$ cat src/sv/vpma_pkg.sv
package vpma_pkg;

  localparam int MAX_WIDTH   = 256;
  localparam int MAX_DEPTH   = 64;
  localparam int MAX_POOL    = 4;
  localparam int ACC_ENTRIES = 16384;
  localparam int MAX_HEIGHT  = 4095;

  localparam int ACC_W   = 22;
  localparam int IDX_W   = 14;
  localparam int CNT_W   = 7;
  localparam int CFG_W   = 12;
  localparam int CFG_IDX_W = 3;

  localparam logic [CFG_IDX_W-1:0] REG_WIDTH  = 3'd0;
  localparam logic [CFG_IDX_W-1:0] REG_HEIGHT = 3'd1;
  localparam logic [CFG_IDX_W-1:0] REG_DEPTH  = 3'd2;
  localparam logic [CFG_IDX_W-1:0] REG_POOL_X = 3'd3;
  localparam logic [CFG_IDX_W-1:0] REG_POOL_Y = 3'd4;
  localparam logic [CFG_IDX_W-1:0] REG_POOL_Z = 3'd5;
  localparam logic [CFG_IDX_W-1:0] REG_MODE   = 3'd6;

  localparam logic MODE_AVG = 1'b0;
  localparam logic MODE_MAX = 1'b1;

  // Clamped geometry seen by the front end.
  typedef struct packed {
    logic [8:0]  w;
    logic [11:0] h;
    logic [6:0]  d;
    logic [2:0]  px;
    logic [2:0]  py;
    logic [2:0]  pz;
  } geom_t;

  // One classified sample on its way to the back end.
  typedef struct packed {
    logic signed [15:0] sample;
    logic [IDX_W-1:0]   idx;
    logic               first;
    logic               last;
    logic               done;
    logic [7:0]         ox;
    logic [11:0]        oy;
    logic [5:0]         oz;
    logic [CNT_W-1:0]   cnt;
  } item_t;

  typedef struct packed {
    logic push;
    logic pop;
    logic full;
    logic empty;
  } q_stat_t;

endpackage

$ cat src/sv/vpma_fifo.sv
module vpma_fifo (
  input  logic            clk,
  input  logic            rst,
  input  logic            push,
  input  vpma_pkg::item_t wr_item,
  input  logic            pop,
  output vpma_pkg::item_t rd_item,
  output logic            full,
  output logic            empty
);

  vpma_pkg::item_t slots [4];
  logic [1:0] wptr, rptr;
  logic [2:0] count;

  assign full    = count == 3'd4;
  assign empty   = count == 3'd0;
  assign rd_item = slots[rptr];

  always_ff @(posedge clk) begin
    if (push) begin
      slots[wptr] <= wr_item;
    end
  end

  always_ff @(posedge clk) begin
    if (rst) begin
      wptr <= '0; rptr <= '0; count <= '0;
    end else begin
      if (push) wptr <= wptr + 2'd1;
      if (pop) rptr <= rptr + 2'd1;
      case ({push, pop})
        2'b10:   count <= count + 3'd1;
        2'b01:   count <= count - 3'd1;
        default: count <= count;
      endcase
    end
  end

endmodule

$ cat config.mk
export PLATFORM = sky130hd
export DESIGN_NAME = vpma_fifo
export DESIGN_NICKNAME = d
export VERILOG_FILES = /design/src/sv/vpma_pkg.sv /design/src/sv/vpma_fifo.sv
export SDC_FILE = /design/constraint.sdc
export NUM_CORES = 1
export LEC_CHECK = 0
export BUFFER_PORTS_ARGS = -buffer_cell sky130_fd_sc_hd__buf_4
export CAP_MARGIN = 40
export CORE_MARGIN = 2
export CORE_UTILIZATION = 57
export CTS_CLUSTER_SIZE = 28
export DETAILED_ROUTE_END_ITERATION = 10
export PLACE_DENSITY = 0.83
export SYNTH_ARGS = -nofsm -noshare
export SYNTH_HDL_FRONTEND = slang
export SYNTH_SLANG_ARGS = --single-unit
$ cat constraint.sdc
create_clock -name clk -period 2.7 [get_ports clk]
set_input_delay 0.27 -clock clk [delete_from_list [all_inputs] [get_ports clk]]
set_output_delay 0.27 -clock clk [all_outputs]
set_load 0.05 [all_outputs]
==> results.py <==
metrics = {
    "synthesis": {
        "synth_seq_cells": 273,
        "synth.area.top_cells": "edfxtp_1 80%, mux4_2 15%, dfxtp_1 1.8%",
        "synth_top_area_cell": "edfxtp_1",
        "synthCells": 391,
        "synth_top_area_frac": 0.797,
        "ys_types": 21,
        "synth_nets": 467,
        "netlist_area_um2": 9950,
        "syn_avg_cell_area_um2": 25.5,
        "yosysWarnings": 0,
        "yosysSeqAreaShare": 0.815,
    },
    "power_and_ir_drop": {
        "power_frac_seq": 0.498,
        "switching_share": 0.248,
        "power.density_nw_per_um2": 776,
        "p_int_mw": 7.47,
        "p_sw_mw": 2.46,
        "power.leakage_nw": 4.41,
        "pwr-share-comb": 0.158,
        "pwr-share-clk": 0.343,
        "peakVddDrop_v": 0.000549,
    },
    "flow_run": {
        "cap_viol_max_count": 0,
    },
    "clocking": {
        "cts_tree": "built",
        "clkSlewWorstSetupHoldPaths_ns": 0.06,
        "postCtsSetupBuffers": 0,
        "cts_max_level": 1,
        "cts.sinks": 273,
        "cts-buffers-inserted": 27,
        "clockBufferDepth": 3,
        "clk_latency_ns": 0.51,
        "cts.root.buffer_cell": "clkbuf_16",
        "cts-hold-fix-buffers": 67,
        "cts-resized-gates": 0,
    },
    "routing": {
        "drtIter0Drc": 231,
        "vias": 4819,
        "drt_wl_total_um": 19200,
        "ant_nets": 0,
        "dr.pass1.iters": 4,
        "post_drt_wl_per_cell_um": 22.2,
        "via_per_inst": 5.58,
        "route.detailed.drc": 0,
    },
    "sta": {
        "fmax_mhz": 410,
        "rsz0062_at_grt": "false",
        "fin_hold_ws_ns": 0.0793,
        "setup_violations": 0,
        "finalWorstSetupSlack_ns": 0.260,
        "setup-tns-final_ns": 0,
        "slew_viol_final": 0,
        "skew_ns": 0.0131,
        "relSlewSlack": 0.612,
        "final.min_clock_period_ns": 2.44,
        "hold_viol": 0,
        "fin_crit_sh": 0.904,
        "max_slew.worst_pin.slew_ns": 0.581,
    },
    "cells_and_area": {
        "nFillCells": 956,
        "final_layout_size_suffix_gt1_frac": 0.404,
        "finalInstanceArea_um2": 12800,
        "layout.cells.most_common": "edfxtp_1",
        "syn_to_final_growth_pct": 28.6,
        "diodes": 0,
        "layout_common_cells": "264 x edfxtp_1, 149 x buf_4, 67 x dlygate4sd3_1",
        "layoutNonFillerInstCount": 864,
        "final_nets": 700,
    },
    "hold_path": {
        "hold-path-cell-count": 3,
        "hold_start": "pop",
        "hp-class": "in -> reg",
        "min_to": "rptr[0]",
    },
    "floorplan": {
        "io_pins": 138,
        "die_h_um": 136,
        "dieArea_um2": 18500,
        "die_w_um": 136,
        "core_um2": 17200,
        "start_util": 0.579,
        "rows": 48,
    },
    "setup_path": {
        "cp_max_fo": 26,
        "critPathKind": "reg -> out",
        "r2r-start": "wptr[0]",
        "startpoint_type": "register",
        "cp_data_required_time_ns": 2.43,
        "arrival_ns": 2.17,
        "ff2ff_setup_slack_ns": 0.91,
        "reg2regPathDepth": 4,
        "r2r-end": "slots[2][51]",
        "end_kind": "output port",
    },
    "placed_design": {
        "hpwl_um": 11300,
        "port_buffers": 137,
        "place_area_um2": 11300,
        "gp_congestion": 0.691,
        "dpl_worst_slack_ns": 0.762,
        "place_inst": 753,
    },
    "grt": {
        "grt_remaining_overflow": 0,
        "grt_max_degree": 40,
        "grt_usage": 0.213,
        "grt_pass1_wl_um": 29200,
        "grt_pass1_vias": 5251,
        "antenna_found_initial": 0,
    },
    "status": {
        "status": "finished, final reports clean",
    },
}
-- through the flow --
stage | total power [mW] | util
global placement | 6.49 | 0.659
detailed placement | 6.53 | 0.659
finish | 9.93 | 0.745
global route | 10.2 | 0.745
floorplan | 6.03 | -
CTS | 10.0 | 0.745
-- critical path, cell delays in order, from the launching register on --
cell	delay (ns)
dfxtp_4	0.57
buf_12	0.29
mux4_2	0.57
buf_4	0.21
-- metal layers --
layer	vias up	global-route usage	wire length (um)
li1	2122	-	-
met1	2504	0.279	7710
met2	162	0.374	10200
met3	31	0.0388	967
met4	0	0.0550	313
met5	-	0	0
-- registers in the layout (all words and copies together) (netlist names), named ones only --
register and count:
count 3, rptr 2, wptr 2, slots 264
-- cell families (layout without fill, tap and decap cells) --
family,count (synthesis),after routing,synth area share
DFF,273,273,0.815
buffers and inverters,21,269,0.0131
AOI/OAI and AO/OA,3,3,0.00151
adders and majority gates,6,6,0.00830
xor gates and xnor gates,5,5,0.00440
muxes,67,67,0.150
and+or+nand+nor,16,16,0.00767
-- cells in the mapped netlist --
cell,number
inv_1,6
clkbuf_1,3
mux4_2,66
nor2_1,8
buf_6,5
xor2_1,3
or3_1,1
nand2_1,1
nor3_1,1
o21ai_0,1
mux2i_1,1
buf_2,5
and2_1,4
ha_1,5
xnor2_1,2
and3_1,1
a21oi_1,2
buf_4,2
fa_1,1
dfxtp_1,9
edfxtp_1,264
-- power groups by stage --
stage	Sequential [mW]	Clock, mW	Combinational [mW]
after floorplan	4.99	0	1.04
after global placement	5.02	0	1.47
after detailed placement	5.04	0	1.50
after CTS	4.95	3.49	1.58
after global routing	4.97	3.63	1.65
final	4.95	3.41	1.57
-- worst max path at each step --
stage | endpoint | cells past startpoint | slack [ns] | from
after floorplan | slots[0][0] | 3 | 0.18 | wptr[0]
after detailed placement | rd_item[10] | 3 | 0.76 | register
after CTS | rd_item[32] | 3 | 0.21 | register
after global routing | rd_item[16] | 3 | 0.12 | register
after global placement | rd_item[64] | 3 | 0.77 | register
final | rd_item[16] | 3 | 0.26 | register
-- area by class of cell --
cell class | count | area [um2] | area share
clock buffers | 33 | 698 | 0.0546
clock inverters | 11 | 104 | 0.00812
inverters | 6 | 22.5 | 0.00176
multi-input cells | 97 | 1720 | 0.135
repair buffers | 219 | 1850 | 0.145
flip-flops and latches | 273 | 8120 | 0.634
well taps | 225 | 282 | 0.0220
Note: power is estimated with default switching activity, not from simulation.
