<file path="src/sv/vpma_pkg.sv">
package vpma_pkg;

  localparam int MAX_WIDTH   = 256;
  localparam int MAX_DEPTH   = 64;
  localparam int MAX_POOL    = 4;
  localparam int ACC_ENTRIES = 16384;
  localparam int MAX_HEIGHT  = 4095;

  localparam int ACC_W   = 22;
  localparam int IDX_W   = 14;
  localparam int CNT_W   = 7;
  localparam int CFG_W   = 12;
  localparam int CFG_IDX_W = 3;

  localparam logic [CFG_IDX_W-1:0] REG_WIDTH  = 3'd0;
  localparam logic [CFG_IDX_W-1:0] REG_HEIGHT = 3'd1;
  localparam logic [CFG_IDX_W-1:0] REG_DEPTH  = 3'd2;
  localparam logic [CFG_IDX_W-1:0] REG_POOL_X = 3'd3;
  localparam logic [CFG_IDX_W-1:0] REG_POOL_Y = 3'd4;
  localparam logic [CFG_IDX_W-1:0] REG_POOL_Z = 3'd5;
  localparam logic [CFG_IDX_W-1:0] REG_MODE   = 3'd6;

  localparam logic MODE_AVG = 1'b0;
  localparam logic MODE_MAX = 1'b1;

  // Clamped geometry seen by the front end.
  typedef struct packed {
    logic [8:0]  w;
    logic [11:0] h;
    logic [6:0]  d;
    logic [2:0]  px;
    logic [2:0]  py;
    logic [2:0]  pz;
  } geom_t;

  // One classified sample on its way to the back end.
  typedef struct packed {
    logic signed [15:0] sample;
    logic [IDX_W-1:0]   idx;
    logic               first;
    logic               last;
    logic               done;
    logic [7:0]         ox;
    logic [11:0]        oy;
    logic [5:0]         oz;
    logic [CNT_W-1:0]   cnt;
  } item_t;

  typedef struct packed {
    logic push;
    logic pop;
    logic full;
    logic empty;
  } q_stat_t;

endpackage

</file>
<file path="src/sv/vpma_front.sv">
module vpma_front (
  input  logic                 clk,
  input  logic                 rst,
  input  logic                 restart,
  input  vpma_pkg::geom_t      geom,
  input  logic                 in_valid,
  output logic                 in_ready,
  input  logic signed [15:0]   in_sample,
  input  logic                 q_full,
  output logic                 q_push,
  output vpma_pkg::item_t      q_item
);

  logic [7:0]  c;
  logic [11:0] r;
  logic [5:0]  z;
  logic [1:0]  cx, cy, cz;
  logic [7:0]  ox;
  logic [11:0] oy;
  logic [5:0]  oz;

  logic end_z, end_c, end_r;
  logic win_z, win_c, win_r;
  logic [2:0] nx, ny, nz;
  logic [5:0] cnt_xy;

  assign in_ready = !q_full;
  assign q_push   = in_valid && in_ready;

  assign end_z = ({1'b0, z} + 7'd1) == geom.d;
  assign end_c = ({1'b0, c} + 9'd1) == geom.w;
  assign end_r = (r + 12'd1) == geom.h;
  assign nz = {1'b0, cz} + 3'd1;
  assign nx = {1'b0, cx} + 3'd1;
  assign ny = {1'b0, cy} + 3'd1;
  assign win_z = (nz == geom.pz) || end_z;
  assign win_c = (nx == geom.px) || end_c;
  assign win_r = (ny == geom.py) || end_r;

  // At the last element of a window the sub-positions give its true extent.
  assign cnt_xy = {3'b000, nx} * {3'b000, ny};

  always_comb begin
    q_item.sample = in_sample;
    q_item.idx    = {ox, oz};
    q_item.first  = (cx == 2'd0) && (cy == 2'd0) && (cz == 2'd0);
    q_item.last   = win_z && win_c && win_r;
    q_item.done   = end_z && end_c && end_r;
    q_item.ox     = ox;
    q_item.oy     = oy;
    q_item.oz     = oz;
    q_item.cnt    = {1'b0, cnt_xy} * {4'b0000, nz};
  end

  always_ff @(posedge clk) begin
    if (rst || restart) begin
      c <= '0; r <= '0; z <= '0;
      cx <= '0; cy <= '0; cz <= '0;
      ox <= '0; oy <= '0; oz <= '0;
    end else if (q_push) begin
      if (end_z) begin
        z <= '0; cz <= '0; oz <= '0;
        if (end_c) begin
          c <= '0; cx <= '0; ox <= '0;
          if (end_r) begin
            r <= '0; cy <= '0; oy <= '0;
          end else begin
            r <= r + 12'd1;
            if (ny == geom.py) begin
              cy <= '0;
              oy <= oy + 12'd1;
            end else begin
              cy <= ny[1:0];
            end
          end
        end else begin
          c <= c + 8'd1;
          if (nx == geom.px) begin
            cx <= '0;
            ox <= ox + 8'd1;
          end else begin
            cx <= nx[1:0];
          end
        end
      end else begin
        z <= z + 6'd1;
        if (nz == geom.pz) begin
          cz <= '0;
          oz <= oz + 6'd1;
        end else begin
          cz <= nz[1:0];
        end
      end
    end
  end

endmodule

</file>
<file path="config.mk">
export PLATFORM = sky130hd
export DESIGN_NAME = vpma_front
export DESIGN_NICKNAME = d
export VERILOG_FILES = /design/src/sv/vpma_pkg.sv /design/src/sv/vpma_front.sv
export SDC_FILE = /design/constraint.sdc
export NUM_CORES = 1
export LEC_CHECK = 0
export BUFFER_PORTS_ARGS = -buffer_cell sky130_fd_sc_hd__clkbuf_2
export CAP_MARGIN = 30
export CORE_ASPECT_RATIO = 1.5
export CORE_MARGIN = 2
export CORE_UTILIZATION = 35
export DETAILED_ROUTE_END_ITERATION = 10
export HOLD_SLACK_MARGIN = 0.02
export PLACE_DENSITY = 0.56
export SETUP_SLACK_MARGIN = 0.3
export SLEW_MARGIN = 40
export SYNTH_ARGS = -nofsm -noshare
export SYNTH_HDL_FRONTEND = slang
export SYNTH_SLANG_ARGS = --single-unit
</file>
<file path="constraint.sdc">
create_clock -name clk -period 5 [get_ports clk]
set_input_delay 0.25 -clock clk [delete_from_list [all_inputs] [get_ports clk]]
set_output_delay 0.25 -clock clk [all_outputs]
set_load 0.03 [all_outputs]
</file>
==> results of run 1 <==
==> per-layer routing <==
metal / track usage / vias up
met5: 0 / -
met4: 0.0658 / 0
met3: 0.0271 / 16
met2: 0.322 / 132
li1: - / 2225
met1: 0.193 / 2173
==> tightest hold or removal path: stages <==
cell,delay (ps)
clkbuf_2,110
or3_1,140
o22ai_1,80
==> sequential cells by signal, indices dropped and copies added, names as in the netlist <==
name,count
z,6
cz,2
oz,6
cy,2
cx,2
c,8
ox,8
oy,12
r,12
==> timing repair <==
item	CTS	global route
pin swaps	1	5
buffers inserted	0	2
endpoints found under the setup margin	1	2
gates resized for setup	4	11
==> worst max path at each step <==
| stage | from | end | slack (ps) | cells after the start |
|---|---|---|---|---|
| after floorplan | cx[0]$_SDFFE_PP0P_ | q_item[6] | 600 | 15 |
| after global placement | cx[0]$_SDFFE_PP0P_ | q_item[6] | 580 | 16 |
| after detailed placement | cx[0]$_SDFFE_PP0P_ | q_item[6] | 510 | 16 |
| after CTS | cx[0]$_SDFFE_PP0P_ | q_item[6] | 300 | 15 |
| after global routing | cx[0]$_SDFFE_PP0P_ | q_item[6] | 270 | 15 |
| final | cx[0]$_SDFFE_PP0P_ | q_item[6] | 490 | 15 |
==> layout by cell type, fill, tap and decap left out, types with 6 or more instances in the layout <==
master | synthesis | final
ha_1 | 22 | 19
nor2_1 | 26 | 25
or3_1 | 15 | 15
clkbuf_2 | 3 | 92
xor2_1 | 18 | 17
inv_1 | 24 | 24
nand4_1 | 10 | 10
o21ai_0 | 20 | 20
o22ai_1 | 12 | 12
dfxtp_1 | 58 | 56
nor4_1 | 9 | 9
and3_1 | 6 | 6
nand2_1 | 69 | 69
nor3_1 | 22 | 22
a21oi_1 | 26 | 24
buf_4 | 32 | 7
and2_1 | 11 | 11
nor2b_1 | 9 | 9
a32o_1 | 15 | 15
a21boi_0 | 6 | 6
o2bb2ai_1 | 7 | 7
nand3_1 | 31 | 31
clkbuf_16 | 0 | 9
o21ai_1 | 7 | 7
xnor2_1 | 33 | 32
==> area by class of cell <==
cell class                 count  share of cell area
sequential                    58               0.213
clock inverter                 4             0.00913
multi-input combinational    457               0.584
clock buffer                  12              0.0468
inverter                      24              0.0164
timing repair buffer          99              0.0936
tap                          162              0.0370
==> synth_stat cells (all sizes together) (9+ instances only) <==
| library cell | number |
|---|---|
| o21ai | 27 |
| a21boi | 9 |
| a32o | 15 |
| clkbuf | 21 |
| and2 | 13 |
| or3 | 15 |
| nand3 | 32 |
| nand2 | 71 |
| o22ai | 12 |
| nor2 | 26 |
| dfxtp | 58 |
| buf | 41 |
| a21oi | 26 |
| nand4 | 11 |
| nor3 | 23 |
| xor2 | 18 |
| inv | 24 |
| nor2b | 9 |
| nor4 | 10 |
| xnor2 | 34 |
| ha | 22 |
==> cells by family (layout without fill, tap and decap cells) <==
logic type,after synthesis,after routing,synth area share
compound gates,134,134,0.202
xor+xnor,52,52,0.0971
fa+ha+maj,29,29,0.0871
buf+inv,86,139,0.0986
flops,58,58,0.243
mux,2,2,0.00420
simple gates,240,240,0.267
==> power groups by stage <==
stage / sequential [W] / combinational (W) / clock, W
floorplan: 0.000474 / 0.0000777 / 0
global placement: 0.000474 / 0.0000866 / 0
detailed placement: 0.000474 / 0.0000886 / 0
CTS: 0.000465 / 0.0000892 / 0.000640
global route: 0.000463 / 0.0000969 / 0.000662
finish: 0.000464 / 0.0000882 / 0.000626
==> per-stage QoR <==
| stage | setup slack, ps | cells | hold slack (ps) | utilization | total power, W |
|---|---|---|---|---|---|
| 2_1_floorplan | 602 | 601 | 438 | - | 0.000552 |
| 3_5_place_dp | 510 | 798 | 479 | 0.380 | 0.000563 |
| 3_3_place_gp | 582 | 798 | 460 | 0.380 | 0.000561 |
| 5_1_grt | 269 | 816 | 319 | 0.409 | 0.00122 |
| 4_1_cts | 302 | 814 | 293 | 0.404 | 0.00119 |
| 6_report | 487 | 816 | 318 | 0.409 | 0.00118 |
==> results.py, run 1 <==
metrics = {
    "synthesis": {
        "async_flop_share": 0,
        "synth_edf_count": 0,
        "yosys-top-cells-area": "dfxtp_1 24%, xnor2_1 6.1%, ha_1 5.8%",
        "ys_seq_area_frac": 0.243,
        "syn-cell-area_sq_mm": 0.00477,
        "syn-num-nets": 688,
        "ys_ff_latch": 58,
        "yosys_warnings": 0,
        "synth_area_leader_cell": "dfxtp_1",
        "syn_area_per_cell_sq_um": 7.94,
        "synthDistinctLibCells": 69,
        "synthFlopType": "dfxtp_1",
        "synth_cells": 601,
        "synth_top_area_share": 0.243,
    },
    "drt": {
        "ant_nets": 0,
        "drt_first_pass_iters": 4,
        "remaining_drc_errors": 0,
        "routed_via_density": 5.57,
        "num_vias": 4546,
        "wl_met1_mm": 5.20,
        "route.met2.wl_mm": 6.72,
        "route.met3.wl_um": 631,
        "post_drt_wl_per_cell_um": 15.6,
        "first_iter_violations": 217,
        "wl_mm": 12.8,
        "top_layer": "met4",
    },
    "clocking": {
        "path_clk_slew_ps": 50,
        "ctsHoldBuffers": 0,
        "htree_num_levels": 3,
        "ctsRootBufferMaster": "clkbuf_16",
        "cts_tree": "done",
        "clk-insertion-delay-late_ps": 320,
        "cts_buffer_depth": 2,
        "cts_sinks": 58,
        "numCtsBuffers": 9,
    },
    "setup_path": {
        "ff2ff_setup_slack_ps": 1540,
        "crit_family": "adder cells",
        "cp.arrival_ps": 4260,
        "critPathSlowestCell": "fa_2",
        "worstReg2RegStart": "r[3]$_SDFFE_PP0P_",
        "cp_max_fo": 8,
        "r2r_cells": 7,
        "worstPathCellList": "inv_1 -> ha_4 -> and2_1 -> fa_1 -> ha_2 -> fa_2 -> buf_4 -> nand2_1 -> fa_1 -> inv_1 -> ha_1 -> a21oi_2 -> xnor2_2 -> xnor2_1 -> buf_4",
        "critPathLaunchType": "flip-flop",
        "cpPeakStageDelay_ps": 590,
        "end_kind": "primary output",
        "r2r_end": "r[9]$_SDFFE_PP0P_",
        "crit_buf_inv": 4,
        "crit_type": "reg2out",
        "required_ps": 4750,
    },
    "final_layout": {
        "diodes": 0,
        "area_delta_synth_final_pct": 14.9,
        "nNetsFinal": 736,
        "drive_above_1_share": 0.223,
        "seqCellArea_sq_mm": 0.00117,
        "multi_input_area_sq_mm": 0.00320,
        "fin_area_sq_mm": 0.00548,
        "fillers": 1394,
    },
    "floorplan": {
        "design.core.area_sq_mm": 0.0134,
        "die_h_um": 147,
        "die_w_um": 99.3,
        "ioPinCount": 126,
        "row_count": 52,
        "start_util": 0.356,
        "die_area_sq_mm": 0.0146,
    },
    "grt": {
        "antenna_found_initial": 0,
        "grt_pass1_wl_mm": 20.9,
        "grt_max_degree": 48,
        "grt_pass1_vias": 4493,
        "grt.total_usage": 0.173,
        "overflow": 0,
    },
    "power_and_ir_drop": {
        "powerDensity_mw_per_mm2": 215,
        "p_switching_w": 0.000269,
        "pwr-share-clk": 0.531,
        "seqPwrFrac": 0.394,
        "switching_share": 0.228,
        "pwr-share-comb": 0.075,
        "vdd_drop_max_uv": 172,
        "power_leakage_nw": 2.09,
        "intPower_w": 0.000909,
    },
    "min_path": {
        "whs_path_depth": 3,
        "hold_path_class": "in2reg",
        "hold-path-endpoint": "ox[0]$_SDFFE_PP0P_",
        "hold_path.startpoint": "rst",
    },
    "sta": {
        "relSlewSlack": 0.531,
        "slew_violations": 0,
        "worst_pin_slew_ps": 701,
        "fin_crit_ps": 4510,
        "fmax_mhz": 222,
        "fin_worst_skew_ps": 9.80,
        "fin_setup_tns_ps": 0,
        "fin_crit_sh": 0.903,
        "setup_viol": 0,
        "hold_violations": 0,
        "grt_setup_unrepaired": "false",
    },
    "place": {
        "port-buffer-count": 93,
        "dpl.hpwl_mm": 9.34,
        "place_congestion": 0.917,
        "placed_area_sq_mm": 0.00509,
    },
    "run_status": {
        "outcome": "finished, final reports clean",
    },
    "flow_run": {
        "maxCapViolCount": 0,
    },
}
No activity file was read; power rests on OpenSTA's default activity.
==> run 2: changes to the inputs <==
--- a/config.mk
+++ b/config.mk
@@ -5,14 +5,14 @@
 export SDC_FILE = /design/constraint.sdc
 export NUM_CORES = 1
 export LEC_CHECK = 0
+export ABC_AREA = 1
 export BUFFER_PORTS_ARGS = -buffer_cell sky130_fd_sc_hd__clkbuf_2
 export CAP_MARGIN = 30
 export CORE_ASPECT_RATIO = 1.5
-export CORE_MARGIN = 2
 export CORE_UTILIZATION = 35
 export DETAILED_ROUTE_END_ITERATION = 10
 export HOLD_SLACK_MARGIN = 0.02
-export PLACE_DENSITY = 0.56
+export PLACE_DENSITY_LB_ADDON = 0.1
 export SETUP_SLACK_MARGIN = 0.3
 export SLEW_MARGIN = 40
 export SYNTH_ARGS = -nofsm -noshare
==> run 2 against run 1 <==
- largest power group unchanged
- via count up 9.3%
- hold slack better by 24 ps
- clock-buffer cell count down 1
- area after synthesis up 4.6%
==> results.py, run 2 <==
metrics = {
    "run_status": {
        "outcome": "finished, final reports clean",
    },
    "drt": {
        "wl_mm": 12.9,
        "ant_nets": 0,
        "first_iter_violations": 148,
        "routed_via_density": 4.69,
        "drt_first_pass_iters": 6,
        "remaining_drc_errors": 0,
        "post_drt_wl_per_cell_um": 12.2,
        "num_vias": 4970,
    },
    "place": {
        "port-buffer-count": 93,
        "dpl.hpwl_mm": 10.1,
        "dp.cells": 1043,
        "place_congestion": 0.814,
        "dp_slack_ps": 577,
    },
    "setup_path": {
        "end_kind": "primary output",
        "critPathLaunchType": "flip-flop",
        "r2r_cells": 15,
        "worstReg2RegStart": "z[0]$_SDFFE_PP0P_",
        "cp.arrival_ps": 4230,
        "r2r_end": "oy[9]$_SDFFE_PP0P_",
        "ff2ff_setup_slack_ps": 2020,
        "required_ps": 4750,
        "cp_max_fo": 6,
        "crit_type": "reg2out",
    },
    "synthesis": {
        "synth_common_cells": "220 x nand2_1, 122 x inv_1, 102 x nand3_1",
        "yosys_warnings": 0,
        "synth_area_leader_cell": "dfxtp_1",
        "yosysMostFrequentCell": "nand2_1",
        "async_flop_share": 0,
        "syn-num-nets": 887,
        "synth_edf_count": 0,
        "syn-cell-area_sq_mm": 0.00499,
        "ys_seq_area_frac": 0.233,
        "synthFlopType": "dfxtp_1",
        "synth_top_area_share": 0.233,
        "ys_ff_latch": 58,
        "syn_area_per_cell_sq_um": 6.23,
        "yosys-top-cells-area": "dfxtp_1 23%, nand2_1 17%, nand3_1 10%",
        "synthDistinctLibCells": 34,
        "synth_cells": 800,
    },
    "sta": {
        "setup_viol": 0,
        "fin_crit_ps": 4480,
        "grt_setup_unrepaired": "false",
        "setup_ws_ps": 517,
        "slew_violations": 0,
        "hold_violations": 0,
        "fin_setup_tns_ps": 0,
        "relSlewSlack": 0.506,
        "fin_crit_sh": 0.897,
        "fmax_mhz": 223,
        "fin_worst_skew_ps": 13.0,
        "worst_pin_slew_ps": 739,
    },
    "floorplan": {
        "die_w_um": 99.5,
        "die_area_sq_mm": 0.0147,
        "start_util": 0.356,
        "row_count": 53,
        "ioPinCount": 126,
        "die_h_um": 148,
        "design.core.area_sq_mm": 0.0140,
    },
    "grt": {
        "grt_pass1_vias": 4714,
        "grt_pass1_wl_mm": 21.5,
        "grt_max_degree": 30,
        "antenna_found_initial": 0,
        "overflow": 0,
        "grt.total_usage": 0.181,
    },
    "clocking": {
        "cts_buffer_depth": 2,
        "cts_sinks": 58,
        "path_clk_slew_ps": 50,
        "numCtsBuffers": 9,
        "ctsRootBufferMaster": "clkbuf_16",
        "htree_num_levels": 3,
        "clk-insertion-delay-late_ps": 330,
        "cts_tree": "done",
    },
    "min_path": {
        "hold-path-endpoint": "oy[1]$_SDFFE_PP0P_",
        "whs_path_depth": 6,
        "hold_path_class": "in2reg",
        "hold_path.startpoint": "geom[3]",
    },
    "final_layout": {
        "final_cell_mix": "220 x nand2_1, 122 x inv_1, 102 x nand3_1",
        "fillers": 1544,
        "reg.largest.list": "oy (12), r (12)",
        "utilization": 0.408,
        "final_common_cell": "nand2_1",
        "final_cells": 1060,
        "nNetsFinal": 950,
        "diodes": 0,
        "drive_above_1_share": 0.162,
        "area_delta_synth_final_pct": 14.4,
    },
    "power_and_ir_drop": {
        "power_leakage_nw": 2.70,
        "vdd_drop_max_uv": 194,
        "powerDensity_mw_per_mm2": 194,
    },
    "flow_run": {
        "maxCapViolCount": 0,
    },
}
[run 2: power by group]
group	total [W]	internal [W]	switching, W	leakage, nW
sequential	0.000463	0.000462	0.00000128	0.469
clock	0.000554	0.000333	0.000221	0.129
combinational	0.0000879	0.0000325	0.0000554	2.10
total	0.00111	0.000828	0.000278	2.70
[run 2: timing repair]
action                                 in CTS  in global routing
pin swaps                                   1                  0
gates resized for setup                     2                  6
gates cloned                                0                  0
hold buffers                                0                  0
endpoints found under the hold margin       0                  0
setup buffers                               0                  1
setup endpoints to repair                   1                  2
[run 2: worst max-delay path by stage]
stage,end,slack [ps],start
floorplan,q_item[6],890,cx[0]$_SDFFE_PP0P_
global placement,q_item[6],660,cx[0]$_SDFFE_PP0P_
detailed placement,q_item[6],580,cx[0]$_SDFFE_PP0P_
CTS,q_item[6],320,cx[0]$_SDFFE_PP0P_
global route,q_item[6],330,cx[0]$_SDFFE_PP0P_
finish,q_item[6],520,cx[0]$_SDFFE_PP0P_
[run 2: metal layers]
layer,vias to the layer above,GRT usage,wire (um)
met5,-,0,0
met4,0,0.0684,206
met3,14,0.0329,549
met2,83,0.339,6740
li1,2629,-,-
met1,2244,0.199,5410
[run 2: layout make-up]
class                           instances  area [sq um]  area share
Tap cell                              192           240      0.0421
Multi-Input combinational cell        576          3090       0.541
Clock buffer                           11           233      0.0408
Timing Repair Buffer                   96           488      0.0855
Inverter                              122           458      0.0803
Sequential cell                        58          1170       0.205
Clock inverter                          5          31.3     0.00548
[run 2: worst max-delay path, stage by stage (launching register included)]
cell	delay, ps
dfxtp_4	370
inv_1	90
ha_4	300
nand2_1	70
inv_1	70
fa_1	420
ha_1	210
fa_1	410
xor2_2	180
nand2_1	100
fa_1	510
inv_1	40
ha_1	320
a21oi_1	150
o21ai_0	110
xor2_1	180
xnor2_1	130
inv_1	50
clkbuf_2	190
[run 2: kinds of logic (layout without fill, tap and decap cells)]
family | Yosys count | count (layout) | synth area share
buffers and inverters | 166 | 234 | 0.155
xor gates and xnor gates | 33 | 33 | 0.0580
DFF | 58 | 58 | 0.233
adders and majority gates | 29 | 29 | 0.0833
and+or+nand+nor | 443 | 443 | 0.397
AOI/OAI and AO/OA | 71 | 71 | 0.0733
[run 2: per-stage QoR]
stage | total power (W) | hold WS [ps] | instance area [sq um]
after floorplan | 0.000553 | 458 | 4990
after global placement | 0.000563 | 463 | 5390
after detailed placement | 0.000564 | 469 | 5390
after CTS | 0.00113 | 335 | 5660
after global routing | 0.00116 | 388 | 5710
final | 0.00111 | 342 | 5710
